**src/design/mi3_pkg.sv**
```systemverilog
`default_nettype none

package mi3_pkg;

    // Adjugate element k = e[p]*e[q] - e[r]*e[s]
    localparam logic [3:0] ADJ_IDX [9][4] = '{
        '{4'd4, 4'd8, 4'd7, 4'd5}, '{4'd7, 4'd2, 4'd1, 4'd8}, '{4'd1, 4'd5, 4'd4, 4'd2},
        '{4'd6, 4'd5, 4'd3, 4'd8}, '{4'd0, 4'd8, 4'd6, 4'd2}, '{4'd3, 4'd2, 4'd0, 4'd5},
        '{4'd3, 4'd7, 4'd6, 4'd4}, '{4'd6, 4'd1, 4'd0, 4'd7}, '{4'd0, 4'd4, 4'd3, 4'd1}
    };

    // Elements of column 0, paired with adjugate elements 0..2 for the determinant
    localparam logic [3:0] COL_IDX [3] = '{4'd0, 4'd3, 4'd6};

    typedef struct packed {
        logic neg;
        logic zero;
    } det_flag_t;

    typedef struct packed {
        logic det_zero;
        logic div_ovf;
        logic adj_ovf;
    } lane_flag_t;

    typedef struct packed {
        logic singular;
        logic overflow;
    } res_flag_t;

endpackage

`default_nettype wire

```
**src/design/mi3_merge.sv**
```systemverilog
`default_nettype none

module mi3_merge #(
    parameter int W = 32
) (
    input  logic                   clk,
    input  logic                   rst_n,
    input  logic                   push,
    input  logic                   mode,
    input  logic signed [W-1:0]    div_elem [9],
    input  logic signed [W-1:0]    adj_elem [9],
    input  mi3_pkg::lane_flag_t    flags [9],
    output logic                   space,
    output logic                   out_valid,
    input  logic                   out_ready,
    output logic signed [W-1:0]    out_elem [9],
    output mi3_pkg::res_flag_t     out_flag
);
    import mi3_pkg::*;

    logic signed [W-1:0] res_elem [9];
    res_flag_t           res_flag;
    logic                any_ovf;
    logic                pop;

    logic signed [W-1:0] elem_mem [2][9];
    res_flag_t           flag_mem [2];
    logic                wr_ptr_reg;
    logic                wr_ptr_next;
    logic                rd_ptr_reg;
    logic                rd_ptr_next;
    logic [1:0]          count_reg;
    logic [1:0]          count_next;

    always_comb
    begin
        any_ovf = 1'b0;
        for (int k = 0; k < 9; k++)
        begin
            any_ovf = any_ovf | (mode ? flags[k].div_ovf : flags[k].adj_ovf);
        end
        res_flag.singular = mode && flags[0].det_zero;
        res_flag.overflow = !res_flag.singular && any_ovf;
        for (int k = 0; k < 9; k++)
        begin
            if (res_flag.singular)
            begin
                res_elem[k] = '0;
            end
            else
            begin
                res_elem[k] = mode ? div_elem[k] : adj_elem[k];
            end
        end
    end

    assign pop = out_valid && out_ready;

    always_ff @(posedge clk)
    begin
        if (push)
        begin
            elem_mem[wr_ptr_reg] <= res_elem;
            flag_mem[wr_ptr_reg] <= res_flag;
        end
    end

    always_comb
    begin
        wr_ptr_next = push ? !wr_ptr_reg : wr_ptr_reg;
        rd_ptr_next = pop ? !rd_ptr_reg : rd_ptr_reg;
        count_next  = count_reg;
        case ({push, pop})
            2'b10:   count_next = count_reg + 2'd1;
            2'b01:   count_next = count_reg - 2'd1;
            default: count_next = count_reg;
        endcase
    end

    always_ff @(posedge clk or negedge rst_n)
    begin
        if (!rst_n)
        begin
            wr_ptr_reg <= 1'b0;
            rd_ptr_reg <= 1'b0;
            count_reg  <= 2'd0;
        end
        else
        begin
            wr_ptr_reg <= wr_ptr_next;
            rd_ptr_reg <= rd_ptr_next;
            count_reg  <= count_next;
        end
    end

    assign space     = (count_reg != 2'd2);
    assign out_valid = (count_reg != 2'd0);
    assign out_elem  = elem_mem[rd_ptr_reg];
    assign out_flag  = flag_mem[rd_ptr_reg];

endmodule

`default_nettype wire

```
**config.mk**
```make
export PLATFORM = sky130hd
export DESIGN_NAME = mi3_merge
export DESIGN_NICKNAME = d
export VERILOG_FILES = /design/src/design/mi3_pkg.sv /design/src/design/mi3_merge.sv
export SDC_FILE = /design/constraint.sdc
export NUM_CORES = 1
export LEC_CHECK = 0
export BUFFER_PORTS_ARGS = -buffer_cell sky130_fd_sc_hd__clkbuf_2
export CORE_AREA = 2 2 350 352
export CTS_CLUSTER_DIAMETER = 60
export DETAILED_ROUTE_END_ITERATION = 16
export DIE_AREA = 0 0 352 354
export PLACE_DENSITY_LB_ADDON = 0.15
export SLEW_MARGIN = 20
export SYNTH_ARGS = -nofsm -noshare
export SYNTH_HDL_FRONTEND = slang
export SYNTH_SLANG_ARGS = --single-unit
```
**constraint.sdc**
```tcl
create_clock -name clk -period 23 [get_ports clk]
set_clock_uncertainty 0.1 [all_clocks]
set_input_delay 2.3 -clock clk [delete_from_list [all_inputs] [get_ports clk]]
set_output_delay 2.3 -clock clk [all_outputs]
set_load 0.05 [all_outputs]
```
==> out/results.tsv <==
metric	value	unit
start_util	20.7	%
finalSetupTns	0	ps
coreArea	0.121	mm2
path_class	reg2out	
worstSetupEndpointType	primary output	
p_int	2.58	mW
grt_max_degree	135	
dp_cells	4296	
multiInputGateArea	0.00596	mm2
antenna_found_initial	5	
outcome	finished clean	
fillers	12700	
switchingPower	1.82	mW
relSlewSlack	27.5	%
arrival	4120	ps
ir_drop	0.0000703	V
yosysMostFrequentCell	edfxtp_1	
insertion_delay	610	ps
drt_pre_antenna_iters	6	
cts-hold-fix-buffers	0	
area_growth	34.5	%
drive_gt1_share	47.0	%
io_buffers	891	
p_comb_share	39.9	%
viasPerCell	3.86	
ant_nets	0	
grt_pass1_wl	109000	um
first_global_vias	17800	
synth_top_area_share	69.5	%
cts-htree-levels	3	
fin_nets	3358	
fmaxAchievable	153	MHz
cts_buffers	76	
vias	17100	
synth_common_cells	edfxtp_1, mux2_2, inv_1, nand2_1, o21ai_0	
period_share	28.4	%
fp.dieH	354	um
period_minus_slack	6520	ps
critical_path_required	20600	ps
gp_congestion	0.923	
yosysUniqueCellTypes	23	
seqPwrFrac	34.1	%
largest_register_ffs	576	
grtUsageTotal	11.7	%
final_hold_viol_count	0	
rsz0062_at_grt	false	
cts_tree	built	
synthArstFlopShare	0.685	%
row_count	128	
ys_ff_latch	584	
swShare	41.4	%
clk_pin_slew	50	ps
post_cts_buffers	0	
ys_top_cells_by_area	edfxtp_1, mux2_2, inv_1	
drv_cap	0	
synth_flop_cell	edfxtp_1	
syn_area	0.0250	mm2
die_area	0.125	mm2
synth_area_per_cell	13.5	um2
report.final.slew_viol_count	0	
cts_resized	0	
hold_path.class	reg2reg	
clockRootBuffer	clkbuf_16	
drt_iter0_markers	942	
dp_hpwl	56100	um
tightest_slew	1090	ps
cts.sinks	584	
final_cells	4433	
die_x	352	um
io_pins	900	
detail_route.wl_per_cell	17.1	um
synthCells	1856	
p_total	4.40	mW
regArea	0.0175	mm2
ys_seq_area_share	69.9	%
power.share.clock	26.0	%
gr-total-overflow	0	
synth_warnings	0	
p_leak	14.1	nW
yosys.area.top_type	edfxtp_1	
clockBufferDepth	3	
setup_viol_count_final	0	
synth_edf_count	580	
synth_nets	2465	
startpoint_type	register	
post-route-util	27.9	%
finalWirelength	75700	um
crit_fanout	63	
powerDensity	131	mW/mm2
route.detailed.drc	0	
-- final timing paths --
| check | depth (start not counted) | startpoint | endpoint | slack [ps] |
|---|---|---|---|---|
| max | 4 | rd_ptr_reg | out_elem[32] | 16480 |
| min | 1 | count_reg[1] | count_reg[1] | 420 |
| min in group asynchronous | 1 | rst_n | count_reg[0] | 1380 |
| min reg2reg | 1 | count_reg[1] | count_reg[1] | 420 |
| max in group asynchronous | 1 | rst_n | rd_ptr_reg | 21280 |
| max reg2reg | 4 | wr_ptr_reg | elem_mem[0][67] | 19650 |
-- per-stage QoR --
| stage | hold WS (ps) | instance area, um2 | setup slack (ps) |
|---|---|---|---|
| floorplan | 356 | 25000 | 7450 |
| global placement | 377 | 31200 | 16990 |
| detailed placement | 411 | 31200 | 17000 |
| CTS | 420 | 33700 | 16290 |
| global route | 451 | 33700 | 16120 |
| finish | 418 | 33700 | 16480 |
-- layer usage --
layer	routed length (um)	track usage [%]	vias up
li1	-	-	8237
met1	28800	12.7	8162
met2	39000	20.9	601
met3	5630	3.78	108
met4	2230	4.62	4
met5	15	0	-
-- cell usage in the layout, fill, tap and decap left out, types with 2 or more instances in the layout --
| master | instances |
|---|---|
| clkbuf_2 | 890 |
| edfxtp_1 | 580 |
| mux2_2 | 290 |
| inv_1 | 289 |
| nand2_1 | 288 |
| o21ai_0 | 186 |
| o21ai_1 | 102 |
| clkbuf_16 | 78 |
| buf_4 | 18 |
| clkbuf_1 | 14 |
| clkinv_2 | 12 |
| clkinv_1 | 8 |
| clkinvlp_4 | 7 |
| bufinv_16 | 6 |
| inv_6 | 4 |
| or4_1 | 3 |
| xor2_1 | 3 |
| clkinv_8 | 3 |
| dfrtp_1 | 3 |
| diode_2 | 2 |
| and2_1 | 2 |
| nor4_1 | 2 |
| xnor2_1 | 2 |
| clkbuf_8 | 2 |
-- power by group through the flow --
stage	Combinational [mW]	Clock, mW	Sequential (mW)
after floorplan	1.33	0	1.57
after global placement	1.80	0	1.52
after detailed placement	1.80	0	1.53
after CTS	1.80	1.19	1.50
after global routing	1.85	1.23	1.52
final	1.75	1.14	1.50
-- worst max-delay path, stage by stage, from the launching register on --
cell	delay, ps
dfrtp_4	1040
buf_4	780
buf_4	760
mux2_2	420
clkbuf_2	260
-- logic make-up after synthesis --
family / count (synthesis) / synth area share (%)
adder cells (fa/ha/maj): 1 / 0.0499
buffers and inverters: 385 / 6.34
AO/OA/AOI/OAI: 288 / 5.76
AND/OR/NAND/NOR: 303 / 4.70
XOR/XNOR: 5 / 0.175
multiplexers: 290 / 13.0
flip-flops: 584 / 69.9
-- cell type report --
type | instances | share of cell area [%]
Timing Repair Buffer | 911 | 13.8
Tap cell | 1625 | 6.04
Clock buffer | 93 | 5.99
Sequential cell | 584 | 52.0
Clock inverter | 42 | 1.27
Inverter | 289 | 3.22
Antenna cell | 2 | 0.0149
Multi-Input combinational cell | 887 | 17.7
(Power assumes the default switching activity.)
